**src/dfa_match_length_defines.svh**
```systemverilog
// Assertion helpers for the matcher; clk and arst_n come from the using module.
`ifndef DFA_MATCH_LENGTH_DEFINES_SVH
`define DFA_MATCH_LENGTH_DEFINES_SVH

`ifndef SYNTHESIS
`define DML_ASSERT(lbl, prop) \
	lbl: assert property (@(posedge clk) disable iff (!arst_n) (prop)) \
		else $error("dfa_match_length: assertion failed");
`define DML_ASSERT_ALWAYS(lbl, prop) \
	lbl: assert property (@(posedge clk) (prop)) \
		else $error("dfa_match_length: assertion failed");
`else
`define DML_ASSERT(lbl, prop)
`define DML_ASSERT_ALWAYS(lbl, prop)
`endif

`endif

```
**src/dml_pkg.sv**
```systemverilog
`default_nettype none
package dml_pkg;

	localparam int NUM_STATES  = 256;
	localparam int MAX_LENGTH  = 65535;
	localparam int ST_W        = 8;
	localparam int SYM_W       = 8;
	localparam int LEN_W       = $clog2(MAX_LENGTH + 1);
	localparam int OUT_LEN_W   = 16;
	localparam int OUT_LEN_MAX = 65535;
	localparam int QDEPTH      = 4;
	localparam int QPTR_W      = $clog2(QDEPTH);
	localparam int QCNT_W      = $clog2(QDEPTH + 1);
	localparam int S_DATA_W    = 32;
	localparam int M_DATA_W    = 24;

	localparam logic [1:0] STAT_ACCEPT = 2'b01;
	localparam logic [1:0] STAT_REJECT = 2'b10;

	typedef enum logic [1:0] {
		OP_WR_TRANS = 2'd0,
		OP_WR_STAT  = 2'd1,
		OP_TEXT     = 2'd2,
		OP_EMPTY    = 2'd3
	} op_t;

	// One classified item on its way from the front to the back.
	typedef struct packed {
		logic       empty_item;
		logic       first;
		logic       last;
		logic       mode;
		logic [1:0] st0;
		logic [1:0] stnew;
	} q_entry_t;

	typedef struct packed {
		logic              head_valid;
		logic [QCNT_W-1:0] count;
	} q_status_t;

endpackage
`default_nettype wire

```
**src/dml_queue.sv**
```systemverilog
`default_nettype none
`include "dfa_match_length_defines.svh"
module dml_queue (
	input  wire logic                clk,
	input  wire logic                arst_n,
	input  wire logic                push,
	input  wire dml_pkg::q_entry_t   push_entry,
	input  wire logic                pop,
	output dml_pkg::q_entry_t        head,
	output dml_pkg::q_status_t       status
);
	import dml_pkg::*;

	q_entry_t          slot_q [QDEPTH];
	logic [QPTR_W-1:0] wr_q;
	logic [QPTR_W-1:0] rd_q;
	logic [QCNT_W-1:0] cnt_q;

	always_ff @(posedge clk) begin
		if (push)
			slot_q[wr_q] <= push_entry;
	end

	always_ff @(posedge clk or negedge arst_n) begin
		if (!arst_n) begin
			wr_q  <= '0;
			rd_q  <= '0;
			cnt_q <= '0;
		end else begin
			if (push)
				wr_q <= wr_q + 1'b1;
			if (pop)
				rd_q <= rd_q + 1'b1;
			if (push && !pop)
				cnt_q <= cnt_q + 1'b1;
			else if (pop && !push)
				cnt_q <= cnt_q - 1'b1;
		end
	end

	assign head              = slot_q[rd_q];
	assign status.head_valid = cnt_q != '0;
	assign status.count      = cnt_q;

	`DML_ASSERT(a_q_no_overflow, push |-> (cnt_q < QCNT_W'(QDEPTH) || pop))
	`DML_ASSERT(a_q_no_underflow, pop |-> cnt_q != '0)
	`DML_ASSERT(a_q_ptr_gap, (cnt_q == '0 || cnt_q == QCNT_W'(QDEPTH)) |-> wr_q == rd_q)

endmodule
`default_nettype wire

```
**config.mk**
```make
export PLATFORM = sky130hd
export DESIGN_NAME = dml_queue
export DESIGN_NICKNAME = d
export VERILOG_FILES = /design/src/dml_pkg.sv /design/src/dml_queue.sv
export VERILOG_INCLUDE_DIRS = /design/src /design/src/src
export SDC_FILE = /design/constraint.sdc
export NUM_CORES = 1
export LEC_CHECK = 0
export BUFFER_PORTS_ARGS = -buffer_cell sky130_fd_sc_hd__buf_4
export CAP_MARGIN = 10
export CORE_ASPECT_RATIO = 1.1
export CORE_MARGIN = 5
export CORE_UTILIZATION = 40
export DETAILED_ROUTE_END_ITERATION = 16
export PLACE_DENSITY = 0.56
export SYNTH_ARGS = -nofsm -noshare
export SYNTH_HDL_FRONTEND = slang
export SYNTH_SLANG_ARGS = --single-unit
```
**constraint.sdc**
```tcl
create_clock -name clk -period 1.5 [get_ports clk]
set_input_delay 0.225 -clock clk [delete_from_list [all_inputs] [get_ports clk]]
set_output_delay 0.225 -clock clk [all_outputs]
set_load 0.1 [all_outputs]
```
Yosys cells after proc, flatten, opt, wreduce, memory -nomap -nowiden

Memories as Yosys holds them, arrays and structs flattened.
Cells that the tools add are included.

Logic and storage cells: 18
Register bits after elaboration: 7
Output and inout port bits: 12
Memory bits (writable): 32
Input port bits: 12
Memories: 1

Memory list:

| name   | depth | bits a word | read ports | clocked after memory_dff | write ports | RTL line        | RTL |
|---|---|---|---|---|---|---|---|
| slot_q | 4     | 8           | 1          | 0                        | 1           | dml_queue.sv:14 | `q_entry_t slot_q [QDEPTH];` |

Reductions and logical operators: 6
$add $sub $neg: 4
Muxes and demuxes: 4

Operators with widths:

| operator                                          | count |
|---|---|
| 2-to-1 mux 3 bit                                  | 2 |
| adder 2 x 1 -> 2 bit (second input constant)      | 2 |
| adder 3 x 1 -> 3 bit (second input constant)      | 1 |
| nonzero test 3 bit                                | 1 |
| subtractor 3 x 1 -> 3 bit (second input constant) | 1 |
| logical AND 1 bit                                 | 2 |
| logical NOT 1 bit                                 | 2 |
| 2-to-1 mux 1 bit                                  | 2 |
| nonzero test 2 bit                                | 1 |

Longest topological paths before layout

Word-level depth: 4
Depth in mapped cells: 7
Gate-level depth less buffers: 7

Least setup slack after synthesis

No wires, ideal clock.

Path type: register -> output
From: register cnt_q[0]
To: output port status[3] (netlist bit)
Path slack: -0.516 ns
Buffers on the path: 0
Stages on the path, launching flop included: 2
Data required time: 1.275 ns
Data arrival time: 1.791 ns
Cell sequence: dfrtp_1 or3_1

RTL lines:

| item                     | RTL line        | RTL |
|---|---|---|
| start: declaration       | dml_queue.sv:17 | `logic [QCNT_W-1:0] cnt_q;` |
| start signal: assignment | dml_queue.sv:35 | `cnt_q <= cnt_q + 1'b1;` |
| start signal: assignment | dml_queue.sv:37 | `cnt_q <= cnt_q - 1'b1;` |
| end: declaration         | dml_queue.sv:10 | `output dml_pkg::q_status_t status` |

==> flow_summary.json <==
{
  "die_y_microns": 75.1,
  "num_rows": 23,
  "vias": 784,
  "fin_crit_ns": 1.78,
  "fin_setup_tns_ns": -2.21,
  "overflow": 0,
  "tightestPinTransition_ns": 0.279,
  "clk_latency_ns": 0.29,
  "cp_slowest_stage_delay_ns": 0.53,
  "path_clk_slew_ns": 0.07,
  "synth_edf_count": 32,
  "cp.arrival_ns": 1.56,
  "grt_max_degree": 13,
  "syn2layout_area_growth_pct": 33.5,
  "postSynthAreaPerCell_sq_um": 20.6,
  "slew_viol_final": 0,
  "gp_congestion": 0.639,
  "cts_tree": "built",
  "setup_viol": 9,
  "hold_slack_ns": 0.130,
  "path_max_fanout": 4,
  "firstDrtPassIters": 3,
  "finalWorstSetupSlack_ns": -0.283,
  "finClkSkew_ns": 0.00485,
  "post-synth-top-count-cell": "edfxtp_1",
  "synth_common_cells": "edfxtp_1, mux4_2, dfrtp_1",
  "mappedNetlistNets": 93,
  "final_area_sq_um": 2060,
  "status": "finished, violations left",
  "ys_types": 16,
  "rrSetupSlack_ns": 0.08,
  "grt_pass1_wl_microns": 4110,
  "io_pins": 24,
  "cts_sinks": 39,
  "hp-class": "in2reg",
  "cts_max_path_buffers": 2,
  "n_antenna_cell": 0,
  "crit_path_top_delay_cell": "mux4_2",
  "finalCritPeriodShare_pct": 119,
  "coreArea_sq_um": 3680,
  "post-place-cells": 157,
  "dieWidth_microns": 69.2,
  "max_slew_margin_pct": 81.6,
  "syn_inst": 75,
  "drtIter0Drc": 18,
  "synth.largest_area_cell": "edfxtp_1",
  "die_area_sq_um": 5200,
  "rsz0062_at_grt": "true",
  "drcViolationCount": 0,
  "synth_flop_cell": "edfxtp_1",
  "worstPathRequired_ns": 1.27,
  "drv_cap": 0,
  "violations": "setup timing",
  "hold_viol": 0,
  "ys_seq_area_share_pct": 73.7,
  "async_reset_ff_share_pct": 17.9,
  "ys_ff_latch": 39,
  "synth_area_sq_um": 1540,
  "drive_gt1_share_pct": 50.4,
  "critical_path_class": "reg2out",
  "nNetsFinal": 136,
  "cp-start-kind": "flop",
  "port_buffers": 23,
  "start_util_pct": 41.8,
  "stdcell_count": 169,
  "grtUsageTotal_pct": 11.1,
  "cp_num_buf_inv": 2,
  "wl_per_cell_microns": 15.1,
  "synth.area.top_cells": "edfxtp_1, mux4_2, dfrtp_1",
  "vias_per_cell": 4.64,
  "clock.fmax_ghz": 0.561,
  "antenna_left": 0,
  "antenna_found_initial": 0,
  "postPlaceCellArea_sq_um": 1860,
  "grt_pass1_vias": 833,
  "endpoint_kind": "primary output",
  "crit_family": "multiplexers",
  "numCtsBuffers": 5,
  "cts_root_buf": "clkbuf_8",
  "routed_wirelength_microns": 2560,
  "dp_hpwl_microns": 1850,
  "synth_top_area_share_pct": 62.3,
  "synth_warnings": 0,
  "path_cells": "buf_6 > mux4_2 > buf_12",
  "h-tree-depth": 2
}
## layer usage
layer | vias to the layer above | global-route usage (%) | part of all wire [%]
met5 | - | 0 | 0
met4 | 0 | 5.86 | 2.2
met3 | 5 | 5.21 | 5.1
met2 | 16 | 18.6 | 52
met1 | 397 | 11.8 | 41
li1 | 366 | - | -
## cell usage in the layout, fill, tap and decap left out, types with 2 or more instances in the layout
master / count
and2_1: 4
xor2_1: 4
xnor2_1: 2
ha_1: 5
clkbuf_8: 5
edfxtp_1: 32
buf_12: 3
buf_6: 9
mux4_2: 8
dfrtp_4: 2
nand2_1: 2
dfrtp_2: 3
dfrtp_1: 2
buf_4: 24
inv_1: 4
## path summary, 6_finish.rpt
path                                endpoint          start  depth (start not counted)
worst min-delay path            slot_q[0][5]  push_entry[5]                          1
max in group asynchronous           cnt_q[0]         arst_n                          2
worst max-delay path                 head[4]        rd_q[0]                          3
min in group asynchronous            rd_q[1]         arst_n                          2
worst min register to register      cnt_q[2]       cnt_q[2]                          1
worst max register to register      cnt_q[2]       cnt_q[0]                          5
## area by class of cell
type | instances | area, sq um
Clock buffer | 6 | 72.6
Clock inverter | 2 | 12.5
Fill cell | 317 | 1630
Inverter | 4 | 15.0
Multi-Input combinational cell | 30 | 382
Sequential cell | 39 | 1150
Tap cell | 50 | 62.6
Timing Repair Buffer | 38 | 367
## flip-flops by register name (all words and copies together), names as in the netlist
name and cells:
slot_q 32, rd_q 2, cnt_q 3, wr_q 2
## per-stage QoR
stage / setup slack, ns / utilization (%)
CTS: -0.305 / 54.4
floorplan: 0.00182 / -
global placement: 0.00750 / 50.5
finish: -0.283 / 55.9
detailed placement: 0.00100 / 50.5
global route: -0.350 / 55.9
## cell families after synthesis
logic type,share of synthesized area [%]
buffers and inverters,2.03
multiplexers,12.4
AO/OA/AOI/OAI,0.324
AND/OR/NAND/NOR,2.76
adder cells (fa/ha/maj),5.36
XOR/XNOR,3.41
flip-flops,73.7
## worst reg2reg max path: stages, from the launching register on
cell and delay (ns):
dfrtp_4 0.48, buf_6 0.13, fa_2 0.33, xor2_1 0.14, nor2_1 0.12, xor2_1 0.14
## what timing repair did
action                                 4_1_cts  5_1_grt
hold buffers                                 1        0
setup endpoints to repair                    9       10
endpoints found under the hold margin        7        0
resized for setup                           11       11
setup buffers                                1        2
pin swaps                                    0        3
Power is left out: the tool's default activity adds up to more than one toggle a clock period on the data nets, which glitch-free logic cannot reach.
