$ cat config.mk
export PLATFORM = sky130hd
export DESIGN_NAME = dml_back
export DESIGN_NICKNAME = d
export VERILOG_FILES = /design/src/dml_pkg.sv /design/src/dml_back.sv
export VERILOG_INCLUDE_DIRS = /design/src /design/src/src
export SDC_FILE = /design/constraint.sdc
export NUM_CORES = 1
export LEC_CHECK = 0
export BUFFER_PORTS_ARGS = -buffer_cell sky130_fd_sc_hd__buf_2
export CELL_PAD_IN_SITES_DETAIL_PLACEMENT = 1
export CELL_PAD_IN_SITES_GLOBAL_PLACEMENT = 1
export CORE_MARGIN = 1.5
export CORE_UTILIZATION = 44
export DETAILED_ROUTE_END_ITERATION = 6
export HOLD_SLACK_MARGIN = 0.12
export PLACE_DENSITY_LB_ADDON = 0.1
export SLEW_MARGIN = 20
export SYNTH_ARGS = -nofsm -noshare
export SYNTH_HDL_FRONTEND = slang
export SYNTH_SLANG_ARGS = --single-unit
$ cat constraint.sdc
create_clock -name clk -period 3.4 [get_ports clk]
set_input_delay 0.68 -clock clk [delete_from_list [all_inputs] [get_ports clk]]
set_output_delay 0.68 -clock clk [all_outputs]
set_load 0.05 [all_outputs]
$ cat src/dfa_match_length_defines.svh
// Assertion helpers for the matcher; clk and arst_n come from the using module.
`ifndef DFA_MATCH_LENGTH_DEFINES_SVH
`define DFA_MATCH_LENGTH_DEFINES_SVH

`ifndef SYNTHESIS
`define DML_ASSERT(lbl, prop) \
	lbl: assert property (@(posedge clk) disable iff (!arst_n) (prop)) \
		else $error("dfa_match_length: assertion failed");
`define DML_ASSERT_ALWAYS(lbl, prop) \
	lbl: assert property (@(posedge clk) (prop)) \
		else $error("dfa_match_length: assertion failed");
`else
`define DML_ASSERT(lbl, prop)
`define DML_ASSERT_ALWAYS(lbl, prop)
`endif

`endif

$ cat src/dml_pkg.sv
`default_nettype none
package dml_pkg;

	localparam int NUM_STATES  = 256;
	localparam int MAX_LENGTH  = 65535;
	localparam int ST_W        = 8;
	localparam int SYM_W       = 8;
	localparam int LEN_W       = $clog2(MAX_LENGTH + 1);
	localparam int OUT_LEN_W   = 16;
	localparam int OUT_LEN_MAX = 65535;
	localparam int QDEPTH      = 4;
	localparam int QPTR_W      = $clog2(QDEPTH);
	localparam int QCNT_W      = $clog2(QDEPTH + 1);
	localparam int S_DATA_W    = 32;
	localparam int M_DATA_W    = 24;

	localparam logic [1:0] STAT_ACCEPT = 2'b01;
	localparam logic [1:0] STAT_REJECT = 2'b10;

	typedef enum logic [1:0] {
		OP_WR_TRANS = 2'd0,
		OP_WR_STAT  = 2'd1,
		OP_TEXT     = 2'd2,
		OP_EMPTY    = 2'd3
	} op_t;

	// One classified item on its way from the front to the back.
	typedef struct packed {
		logic       empty_item;
		logic       first;
		logic       last;
		logic       mode;
		logic [1:0] st0;
		logic [1:0] stnew;
	} q_entry_t;

	typedef struct packed {
		logic              head_valid;
		logic [QCNT_W-1:0] count;
	} q_status_t;

endpackage
`default_nettype wire

$ cat src/dml_back.sv
`default_nettype none
`include "dfa_match_length_defines.svh"
module dml_back (
	input  wire logic                             clk,
	input  wire logic                             arst_n,
	input  wire dml_pkg::q_entry_t                head,
	input  wire dml_pkg::q_status_t               q_status,
	output logic                                  pop,
	output logic                                  m_tvalid,
	input  wire logic                             m_tready,
	output logic [dml_pkg::M_DATA_W-1:0]          m_tdata
);
	import dml_pkg::*;

	logic                 best_valid_q;
	logic [LEN_W-1:0]     best_len_q;
	logic [LEN_W-1:0]     pos_q;
	logic                 stop_q;
	logic                 out_valid_q;
	logic                 out_found_q;
	logic [OUT_LEN_W-1:0] out_len_q;
	logic                 out_whole_q;

	logic                 nv;
	logic [LEN_W-1:0]     nl;
	logic [LEN_W-1:0]     np;
	logic                 ns;
	logic                 emit;
	logic                 found;
	logic [OUT_LEN_W-1:0] len_out;
	logic                 whole;

	assign pop = q_status.head_valid && (!out_valid_q || m_tready);

	always_comb begin
		nv      = best_valid_q;
		nl      = best_len_q;
		np      = pos_q;
		ns      = stop_q;
		emit    = 1'b0;
		found   = 1'b0;
		len_out = '0;
		whole   = 1'b0;
		if (head.empty_item) begin
			emit  = 1'b1;
			found = head.st0[0];
			whole = head.st0[0];
			nv = 1'b0;
			nl = '0;
			np = '0;
			ns = 1'b0;
		end else begin
			if (head.first) begin
				nv = 1'b0;
				nl = '0;
				np = '0;
				ns = 1'b0;
			end
			// start state check before the first step
			if (np == '0 && !ns) begin
				if ((head.st0 & STAT_ACCEPT) != '0) begin
					nv = 1'b1;
					nl = '0;
					if (head.mode)
						ns = 1'b1;
				end
				if ((head.st0 & STAT_REJECT) != '0)
					ns = 1'b1;
			end
			if (32'(np) < MAX_LENGTH)
				np = np + 1'b1;
			if (!ns) begin
				if ((head.stnew & STAT_ACCEPT) != '0) begin
					nv = 1'b1;
					nl = np;
					if (head.mode)
						ns = 1'b1;
				end
				if ((head.stnew & STAT_REJECT) != '0)
					ns = 1'b1;
			end
			if (head.last) begin
				emit  = 1'b1;
				found = nv;
				whole = nv && (nl == np);
				if (nv)
					len_out = (32'(nl) > OUT_LEN_MAX) ? OUT_LEN_W'(OUT_LEN_MAX)
						: OUT_LEN_W'(nl);
				nv = 1'b0;
				nl = '0;
				np = '0;
				ns = 1'b0;
			end
		end
	end

	always_ff @(posedge clk or negedge arst_n) begin
		if (!arst_n) begin
			best_valid_q <= 1'b0;
			best_len_q   <= '0;
			pos_q        <= '0;
			stop_q       <= 1'b0;
			out_valid_q  <= 1'b0;
		end else begin
			if (pop) begin
				best_valid_q <= nv;
				best_len_q   <= nl;
				pos_q        <= np;
				stop_q       <= ns;
			end
			if (pop && emit)
				out_valid_q <= 1'b1;
			else if (m_tready)
				out_valid_q <= 1'b0;
		end
	end

	always_ff @(posedge clk) begin
		if (pop && emit) begin
			out_found_q <= found;
			out_len_q   <= len_out;
			out_whole_q <= whole;
		end
	end

	assign m_tvalid = out_valid_q;
	assign m_tdata  = {6'b0, out_whole_q, out_len_q, out_found_q};

	`DML_ASSERT(a_back_clear_after_result, (pop && emit) |=> (pos_q == '0 && !best_valid_q))
	`DML_ASSERT(a_back_pop_needs_room, pop |-> (!out_valid_q || m_tready))
	`DML_ASSERT(a_back_whole_implies_found,
		(m_tvalid && out_whole_q) |-> out_found_q)

endmodule
`default_nettype wire

Yosys cells after proc, flatten, opt, wreduce, memory -nomap -nowiden
Cells that the tools add are included.
{ "classes": {"n_mux": 43, "order_cmp": 1, "eq_ne": 1, "reduce_logical": 10, "bitwise": 2, "add_sub_neg": 1} }
{ "ops": {"columns": ["cell", "count"], "rows": [
  ["16-bit 2-to-1 mux", 14],
  ["1-bit 2-to-1 mux", 29],
  ["16-bit by 1-bit adder with 16-bit output, second input constant", 1],
  ["16-bit equality test", 1],
  ["16-bit zero test", 1],
  ["16-bit less-than comparator, second input constant", 1],
  ["1-bit logical AND", 4],
  ["3-bit OR reduction", 1],
  ["1-bit zero test", 2],
  ["1-bit inverter", 2],
  ["2-bit nonzero test", 1],
  ["1-bit logical OR", 1]
]} }
{ "totals": {"out_inout_bits": 26, "regBits": 53, "in_bits": 15, "elab_cells": 66} }

Longest topological paths before layout
Gate-level depths: netlist of run 1.
{ "logic_depth": {"ltp_word": 13, "depth_mapped": 9, "depth_no_buf": 7} }

Worst setup path before layout of run 1
No wires, ideal clock.
{ "synth_path": {"path_type": "input to register", "from": "input port head[6] (netlist name)", "to": "register out_whole_q (data pin)", "setup_slack_ns": 0.757, "n_path_buf": 1, "t_required_ns": 3.231, "path_stages": 8, "arrival_ns": 2.474, "setup_time_ns": 0.169, "cell_sequence": "buf_2 -> nand4b_4 -> or4_1 -> a22oi_1 -> and4_1 -> o2111ai_1 -> or3_1 -> o31ai_1"} }
{ "synth_between": {"elab_chain_cells": 13, "elab_cells_between_ends": 32, "cone_classes": "add/sub (1); order compare (1); eq/ne (1); mux (25); reduce/logical (4)"} }
{ "synth_lines": {"columns": ["element", "line", "text"], "rows": [
  ["from (decl)", "dml_back.sv:6", "input wire dml_pkg::q_entry_t head,"],
  ["parallel branches: the longest is 10 deep, another holds 16-bit by 1-bit adder with 16-bit output", null, null],
  ["1-bit logical AND (*)", "dml_back.sv:85", "whole = nv && (nl == np);"],
  ["1-bit 2-to-1 mux (*)", "dml_back.sv:82", "if (head.last) begin"],
  ["1-bit 2-to-1 mux (*)", "dml_back.sv:44", "if (head.empty_item) begin"],
  ["net whole", "dml_back.sv:31", "logic whole;"],
  ["to (signal assigned)", "dml_back.sv:122", "out_whole_q <= whole;"],
  ["to (decl)", "dml_back.sv:22", "logic out_whole_q;"]
]} }
Mark *: on every way through the listed nets, which the timed path passes. The select of a mux whose other input is x is not followed.
A chain may end at the register's enable or synchronous reset.

Final worst setup path of run 1
{ "layout_path": {"from": "register pos_q[1]", "to": "register out_whole_q (data pin)"} }
{ "layout_between": {"elab_chain_cells": 12, "elab_cells_between_ends": 22, "cone_classes": "add/sub (1); order compare (1); eq/ne (1); mux (16); reduce/logical (3)"} }
{ "layout_lines": {"columns": ["element", "line", "text"], "rows": [
  ["from (decl)", "dml_back.sv:17", "logic [LEN_W-1:0] pos_q;"],
  ["from (signal assigned)", "dml_back.sv:108", "pos_q <= np;"],
  ["16-bit 2-to-1 mux (*)", "dml_back.sv:53", "if (head.first) begin"],
  ["16-bit 2-to-1 mux (*)", "dml_back.sv:44", null],
  ["16-bit by 1-bit adder with 16-bit output (tied with other cells)", "dml_back.sv:71", "np = np + 1'b1;"],
  ["16-bit 2-to-1 mux / 1-bit logical AND (equally long branches)", "dml_back.sv:70, dml_back.sv:60", null],
  ["16-bit 2-to-1 mux (tied with other cells)", "dml_back.sv:44", null],
  ["16-bit 2-to-1 mux / 1-bit 2-to-1 mux (equally long branches)", "dml_back.sv:73, dml_back.sv:44", null],
  ["16-bit 2-to-1 mux", "dml_back.sv:72", "if (!ns) begin"],
  ["16-bit 2-to-1 mux", "dml_back.sv:44", null],
  ["16-bit equality test", "dml_back.sv:85", null],
  ["1-bit logical AND (*)", "dml_back.sv:85", null],
  ["1-bit 2-to-1 mux (*)", "dml_back.sv:82", null],
  ["1-bit 2-to-1 mux (*)", "dml_back.sv:44", null],
  ["net whole", "dml_back.sv:31", null]
]} }
Mark *: on every way through the listed nets, which the timed path passes. The rest lies on a longest branch. The select of a mux whose other input is x is not followed.

==> run metrics, run 1 <==
status=finished clean; clk root buf=clkbuf_8; Detailed Route Iter0 Violations=~210; Startpoint Class=flip-flop; Via Count=between 2000 and 3000; # hold bufs at CTS=0; Die Y=slightly below 90 um; post-CTS sizing=0; Final setup viols=0; RSZ-0062 raised after global routing=false; Detailed Route WL=approximately 9700 um; initial core utilization=between 40 and 50%; vias in the first global route=2916; max incr delay on CP=between 600 and 700 ps; Antenna Cells=0; final instance area=0.00351 mm^2; crit path kind=reg -> reg; Final nets=between 300 and 400; worst clock skew=around 8.5 ps; fmax=roughly 340 MHz; Remaining DRCs=0; Crit Path Max Fanout=11; Worst-path clk slew=about 110 ps; Tcrit/Tclk final=between 80% and 90%; largest net degree at the start of global routing=36; fill count=approximately 860; post-synth top area cell=dfrtp_1; Final Hold Fails=0; Sink Count=53; register area share after synthesis=~44%; Seq cells post-synth=53; Post-Syn Instances=between 300 and 400; Detail Route Antenna Nets=0; area of the mapped netlist=roughly 0.0032 mm^2; CTS buffer count=5; initial antenna violation count=0; synth cell count leaders=nand2_1 (45), dfrtp_1 (35), nor2_1 (31), o21ai_0 (30), a21oi_1 (23); Main synth FF type=dfrtp_1; critical path data arrival time=3050 ps; Yosys top cell area share=27.3%; relative slew slack=42.0%; port bufs=31; final slew viol count=0; Area contributors post-synth=dfrtp_1 (27%), edfxtp_1 (17%), nand2_1 (5.3%); CORE AREA=a little under 0.007 mm^2; area grow syn2layout=9.73%; chip width=just under 90 um; GP Congestion=0.836; Bufs on Longest Clock Path=2; CP endpoint kind=flip-flop; placed standard-cell area=approximately 0.0034 mm^2; total grt overflow=0; Min Hold Slack=~460 ps; Post-synth EDFFs=18; Tightest Pin Transition=approximately 870 ps; setup TNS=0 ps; multi-input logic area=~0.0016 mm^2; Syn Area/Cell=~9.1 um^2; Synth warnings=0; io pins=between 40 and 50; layout cell share with drive strength beyond 1=between 15 and 20%; Vias per Instance=between 6 and 7; Slowest cell on crit path=or4_1; PD cells=between 300 and 400 mW/mm^2; leakage power=1.43 nW; DRT Pass-1 Iters=4; fin crit period=~2900 ps; CTS tree=built; HP Class=in -> async; worst-path cell chain=nand4_2 > or4_1 > a22oi_1 > and4_1 > o2111ai_1 > or3_1 > o31ai_1; HPWL Detailed=6960 um; Worst-Skew Late Latency=around 320 ps; GRT Total Usage=a little over a quarter; first-pass GRT wire length=between 15000 and 20000 um; htree depth=2; Post-CTS Setup Repair Bufs=0; critical path required time=~3500 ps; ys async rst share=between 60% and 70%; Peak VDD IR=0.000158 V; # Max-Cap Violations=0; synth unique cells=60; Core Rows=30; count leader, synth=nand2_1; Reg area=~0.0014 mm^2; area of the die=0.00780 mm^2; routed len/inst=between 20 and 25 um
[cells by family after synthesis]
group,count (synthesis),share of synthesized area (%)
AO/OA/AOI/OAI,112,23.0
XOR/XNOR,4,1.09
buffers and inverters,39,6.48
flip-flops,53,44.2
multiplexers,2,0.625
other,1,0.117
AND/OR/NAND/NOR,140,24.4
[cell usage in the layout, fill, tap and decap left out, types with 6 or more instances in the layout]
cell type	count
nand3_1	9
edfxtp_1	18
buf_2	31
o21ai_0	30
nor3_1	9
a21oi_1	23
inv_1	11
a31oi_1	12
buf_4	12
a22o_1	13
nor2_1	31
dfrtp_1	35
conb_1	6
nand2_1	45
[worst max-delay path, delay by kind of cell, from the launching register on]
| kind | cells | cell delay, ps |
|---|---|---|
| AO/OA/AOI/OAI | 3 | 600 |
| flip-flops | 1 | 540 |
| AND/OR/NAND/NOR | 4 | 1580 |
[layout make-up]
cell class	count	area share, %
inverters	11	1.17
clock buffers	5	1.96
repair buffers	43	6.98
flip-flops and latches	53	40.3
multi-input cells	264	45.5
clock inverters	3	0.712
well taps	96	3.42
[worst paths after layout]
path,from,end,slack [ps],cells past startpoint
setup / recovery,pos_q[1],out_whole_q,490,7
hold / removal,arst_n,pos_q[10],460,1
setup reg to reg,pos_q[1],out_whole_q,490,7
max in group asynchronous,arst_n,pos_q[0],2390,1
hold reg to reg,best_len_q[4],best_len_q[4],490,2
min in group clk,best_len_q[4],best_len_q[4],490,2
[state kept, by name (all words and copies together) (netlist names)]
signal        count
out_whole_q       1
stop_q            1
out_len_q        16
best_valid_q      1
pos_q            16
m_tvalid          1
best_len_q       16
out_found_q       1
[report_power, final]
group | total, mW | internal [mW] | switching, mW
Combinational | 0.229 | 0.0535 | 0.176
Clock | 0.387 | 0.149 | 0.237
Sequential | 0.691 | 0.679 | 0.0118
[layer usage]
metal,global-route usage (%),routed length [um],vias up
li1,-,-,1338
met1,37.0,4520,1508
met2,45.2,4880,46
met3,3.08,233,6
met4,4.26,63,0
met5,0,0,-
[stage by stage]
stage	worst slack [ps]	total power, mW	std cells	util (%)
3_3_place_gp	433	0.926	467	49.5
5_1_grt	358	1.35	475	50.9
3_5_place_dp	438	0.932	467	49.5
4_1_cts	502	1.31	475	50.9
2_1_floorplan	757	0.867	356	-
6_report	488	1.31	475	50.9
Note: power is estimated with default switching activity, not from simulation.
==> inputs of run 2 (changes only) <==
--- a/config.mk
+++ b/config.mk
@@ -9,8 +9,7 @@
 export BUFFER_PORTS_ARGS = -buffer_cell sky130_fd_sc_hd__buf_2
 export CELL_PAD_IN_SITES_DETAIL_PLACEMENT = 1
 export CELL_PAD_IN_SITES_GLOBAL_PLACEMENT = 1
-export CORE_MARGIN = 1.5
-export CORE_UTILIZATION = 44
+export CORE_UTILIZATION = 30
 export DETAILED_ROUTE_END_ITERATION = 6
 export HOLD_SLACK_MARGIN = 0.12
 export PLACE_DENSITY_LB_ADDON = 0.1
==> run 2 against run 1 <==
Compared with the run above:
- die area grew 42%
- largest cell class unchanged
- worst hold slack is essentially flat
- routed wire length grew 6.8%
- largest power group unchanged
- combinational power grew 3%
- critical path depth is the same
- fmax shrank 4.0%
- non-clock buffer count grew 7
- critical path type unchanged
- via count shrank 1.6%
- utilization shrank 16 points
- register-to-register slack lost 120 ps
==> run metrics, run 2 (synthesis gave the netlist of run 1 again) <==
max incr delay on CP=620 ps (about the same); initial antenna violation count=0 (unchanged); routed len/inst=19.8 um (-2.8%); worst setup margin=367 ps (-121 ps); Final setup viols=0 (unchanged); Startpoint Class=flip-flop; HPWL Detailed=7580 um (+9.0%); area grow syn2layout=13.4%; Tightest Pin Transition=913 ps (+42.4 ps); Via Count=2851 (-1.6%); setup TNS=0 ps (unchanged); CTS tree=built; # hold bufs at CTS=0 (unchanged); relative slew slack=38.8% (-3.1 points); RSZ-0062 raised after global routing=false; status=finished clean; Antenna Cells=0 (unchanged); CTS buffer count=5 (unchanged); Final Hold Fails=0 (unchanged); PD cells=366 mW/mm^2 (-1.6%); GP Congestion=0.808 (-3.3%); Detail Route Antenna Nets=0 (unchanged); crit path kind=reg -> reg; worst-path cell chain=nand4_2 > or4_1 > a22oi_1 > and4_1 > o2111ai_1 > or3_1 > o31ai_1; htree depth=2 (unchanged); Detailed Route WL=10400 um (+6.8%); Vias per Instance=5.46 (-10%); final slew viol count=0 (unchanged); commonest non-fill, non-tap cell in the layout=nand2_1; Die Y=105 um (+19%); Bufs on Longest Clock Path=2 (unchanged); top flop regs=best_len_q x16, out_len_q x16, pos_q x16; commonest non-fill, non-tap cells in the layout=nand2_1 (45), dfrtp_1 (35), nor2_1 (31), buf_2 (31), o21ai_0 (30); Slowest cell on crit path=or4_1; clk root buf=clkbuf_8; worst clock skew=12.8 ps (+4.31 ps); critical path required time=3520 ps (-20 ps); Setup WS pre-CTS=353 ps (-84.3 ps); fin crit period=3030 ps (+121 ps); total grt overflow=0 (unchanged); GRT Total Usage=19.6% (-6.9 points); initial core utilization=31.0% (-15 points); critical path data arrival time=3150 ps (+100 ps); Tcrit/Tclk final=89.2% (+3.6 points); Core Rows=37 (+23%); io pins=41 (unchanged); Final nets=400 (+1.8%); vias in the first global route=2909 (-0.24%); leakage power=1.47 nW (+2.6%); Remaining DRCs=0 (unchanged); Finished Layout Cells=522 (+9.9%); largest net degree at the start of global routing=36 (unchanged); Detailed Route Iter0 Violations=80 (-62%); post-CTS sizing=0 (unchanged); Crit Path Max Fanout=11 (unchanged); HP Class=in -> async; Sink Count=53 (unchanged); port bufs=31 (unchanged); Post-CTS Setup Repair Bufs=0 (unchanged); first-pass GRT wire length=16500 um (+6.2%); WP buf/inv=0 (unchanged); CORE AREA=0.0103 mm^2 (+49%); Worst-Skew Late Latency=320 ps (about the same); Placed Instances=514 (+10%); Peak VDD IR=0.000191 V (+21%); chip width=105 um (+19%); Top delay family on crit path=simple AND/OR/NAND/NOR gates; CP endpoint kind=flip-flop; area of the die=0.0111 mm^2 (+42%); layout cell share with drive strength beyond 1=19.9% (+1.5 points); fmax=330 MHz (-4.0%); # Max-Cap Violations=0 (unchanged); DRT Pass-1 Iters=4 (unchanged); Worst-path clk slew=120 ps (about the same)
## run 2: cell count changes in the layout (fill, tap and decap cells not counted)
cell	change
inv_6	-1
clkinv_4	-1
buf_4	+6
clkinvlp_4	+1
inv_8	+1
buf_12	+1
## run 2: stage by stage
stage | utilization (%) | hold WS (ps) | area, um^2 | total power, mW
2_1_floorplan | - | 384 | 3220 | 0.867
3_3_place_gp | 34.3 | 456 | 3540 | 0.938
3_5_place_dp | 34.3 | 478 | 3540 | 0.942
4_1_cts | 35.2 | 500 | 3630 | 1.34
5_1_grt | 35.2 | 523 | 3630 | 1.38
6_report | 35.2 | 460 | 3630 | 1.33
## run 2: worst paths after layout
check	start	endpoint	depth (start not counted)	slack, ps
max	pos_q[0]	out_whole_q	7	370
min	arst_n	stop_q	1	460
max reg2reg	pos_q[0]	out_whole_q	7	370
min reg2reg	best_len_q[4]	best_len_q[4]	2	500
max in group asynchronous	arst_n	best_len_q[6]	1	2380
min in group clk	best_len_q[4]	best_len_q[4]	2	500
## run 2: where the power goes
group          internal, mW  leakage, nW  switching [mW]
combinational        0.0591        0.768           0.177
sequential            0.679        0.659          0.0117
clock                 0.151       0.0423           0.251
total                 0.889         1.47           0.440
## run 2: worst reg2reg max path, delay by kind of cell, from the launching register on
kind | cells | cell delay, ps
and+or+nand+nor | 4 | 1590
AOI/OAI and AO/OA | 3 | 690
DFF | 1 | 560
## run 2: final cells by class
cell class                 instances  area [um^2]
clock inverter                     3         26.3
sequential                        53         1420
multi-input combinational        264         1600
clock buffer                       5         68.8
fill                            1207         6690
timing repair buffer              50          310
tap                              136          170
inverter                          11         41.3
## run 2: per-layer routing
layer / GRT usage (%) / part of all wire (%) / vias up
li1: - / - / 1354
met1: 26.1 / 48 / 1442
met2: 33.3 / 48 / 46
met3: 2.29 / 2.3 / 9
met4: 5.53 / 1.7 / 0
met5: 0 / 0 / -
==> inputs of run 3 (changes only) <==
--- a/config.mk
+++ b/config.mk
@@ -10,6 +10,7 @@
 export CELL_PAD_IN_SITES_DETAIL_PLACEMENT = 1
 export CELL_PAD_IN_SITES_GLOBAL_PLACEMENT = 1
 export CORE_UTILIZATION = 30
+export CTS_BUF_LIST = sky130_fd_sc_hd__clkbuf_4
 export DETAILED_ROUTE_END_ITERATION = 6
 export HOLD_SLACK_MARGIN = 0.12
 export PLACE_DENSITY_LB_ADDON = 0.1
==> run 3 against run 2 <==
Compared with the run above:
- utilization is 0.28 points lower
- first-iteration DRC count grew 31%
- worst setup slack lost 10 ps
- largest cell class unchanged
- critical endpoint unchanged
- cell count is 0.19% higher
==> run metrics, run 3 (synthesis gave the netlist of run 1 again) <==
status=finished clean; Detail Route Antenna Nets=0 (unchanged); top flop regs=best_len_q x16, out_len_q x16, pos_q x16; relative slew slack=38.1% (-0.74 points); worst reg2reg path depth=8 (+1); largest net degree at the start of global routing=36 (unchanged); Worst-Skew Late Latency=410 ps (+90 ps); io pins=41 (unchanged); Detailed Route WL=10300 um (-0.21%); CTS buffer count=5 (unchanged); leakage power=1.46 nW (-0.88%); multi-input logic area=0.00160 mm^2 (unchanged); Startpoint Class=flip-flop; post-CTS sizing=0 (unchanged); layout cell share with drive strength beyond 1=19.9% (unchanged); Tcrit/Tclk final=89.5% (+0.30 points); area grow syn2layout=12.5%; GP Congestion=0.808 (unchanged); r2r setup slk=360 ps (about the same); Remaining DRCs=0 (unchanged); initial antenna violation count=1 (+1); Worst-path clk slew=190 ps (+70 ps); chip width=105 um (unchanged); area of the die=0.0111 mm^2 (unchanged); Final nets=400 (unchanged); commonest non-fill, non-tap cells in the layout=nand2_1 (45), dfrtp_1 (35), nor2_1 (31), buf_2 (31), o21ai_0 (30); total grt overflow=0 (unchanged); Reg area=0.00142 mm^2 (unchanged); vias in the first global route=2913 (+0.14%); port bufs=31 (unchanged); RR Endpoint=out_whole_q; setup TNS=0 ps (unchanged); routed len/inst=19.8 um (-0.40%); CP endpoint kind=flip-flop; fill count=1208 (+0.083%); commonest non-fill, non-tap cell in the layout=nand2_1; Core Rows=37 (unchanged); # hold bufs at CTS=0 (unchanged); Peak VDD IR=0.000149 V (-22%); # Max-Cap Violations=0 (unchanged); Sink Count=53 (unchanged); final slew viol count=0 (unchanged); fmax=329 MHz (-0.34%); CTS tree=built; worst clock skew=26.3 ps (+13.5 ps); critical path data arrival time=3250 ps (+100 ps); Crit Path Max Fanout=13 (+2); fin crit period=3040 ps (+10.3 ps); Tightest Pin Transition=924 ps (+11.1 ps); final instance area=0.00360 mm^2 (-0.79%); Vias per Instance=5.49 (+0.54%); Via Count=2872 (+0.74%); placed standard-cell area=0.00354 mm^2 (unchanged); first-pass GRT wire length=16500 um (-0.13%); Die Y=105 um (unchanged); HP Class=in -> async; HPWL Detailed=7580 um (unchanged); PD cells=349 mW/mm^2 (-4.7%); clk root buf=clkbuf_4; Final setup viols=0 (unchanged); Post-CTS Setup Repair Bufs=0 (unchanged); Critical R2R Launch=pos_q[9]; RSZ-0062 raised after global routing=false; critical path required time=3610 ps (+90 ps); Detailed Route Iter0 Violations=105 (+31%); CORE AREA=0.0103 mm^2 (unchanged); Final Hold Fails=0 (unchanged); Bufs on Longest Clock Path=2 (unchanged); initial core utilization=31.0% (unchanged); htree depth=2 (unchanged); crit path kind=reg -> reg; DRT Pass-1 Iters=4 (unchanged); GRT Total Usage=19.6% (+0.066 points)
[run 3: routing by layer]
| metal | up-vias | global-route usage (%) | wire [um] |
|---|---|---|---|
| met2 | 53 | 32.8 | 4940 |
| met4 | 0 | 6.34 | 228 |
| met1 | 1447 | 26.1 | 4900 |
| li1 | 1356 | - | - |
| met3 | 16 | 2.84 | 262 |
| met5 | - | 0 | 0 |
[run 3: power by group]
group | switching [mW] | internal, mW | total (mW)
clock | 0.243 | 0.0856 | 0.329
combinational | 0.177 | 0.0591 | 0.236
sequential | 0.0116 | 0.680 | 0.691
[run 3: cell type report]
cell class / instances / share of cell area, %
multi-input cells: 264 / 44.4
flip-flops and latches: 53 / 39.3
repair buffers: 50 / 8.61
well taps: 136 / 4.72
inverters: 11 / 1.15
clock buffers: 5 / 1.04
clock inverters: 3 / 0.729
diodes: 1 / 0.0695
[run 3: worst max-delay path, stage by stage (launching register included)]
cell	delay, ps
dfrtp_1	680
or4_1	200
nor3_2	70
a31oi_1	770
buf_4	350
nand3_1	90
a21oi_1	200
nand4_1	130
o31ai_1	340
[run 3: how the worst max path moves through the flow]
stage                   from           to
global placement     head[6]  out_whole_q
finish              pos_q[9]  out_whole_q
global route        pos_q[9]  out_whole_q
floorplan            head[6]  out_whole_q
CTS                 pos_q[1]  out_whole_q
detailed placement   head[6]  out_whole_q
[run 3: stage by stage]
stage	hold WS (ps)	worst slack (ps)	utilization (%)	total power, mW	std cells
floorplan	384	757	-	0.867	356
global placement	456	350	34.3	0.938	514
detailed placement	478	353	34.3	0.942	514
CTS	397	387	34.9	1.26	522
global route	386	185	34.9	1.31	523
finish	330	357	34.9	1.26	523
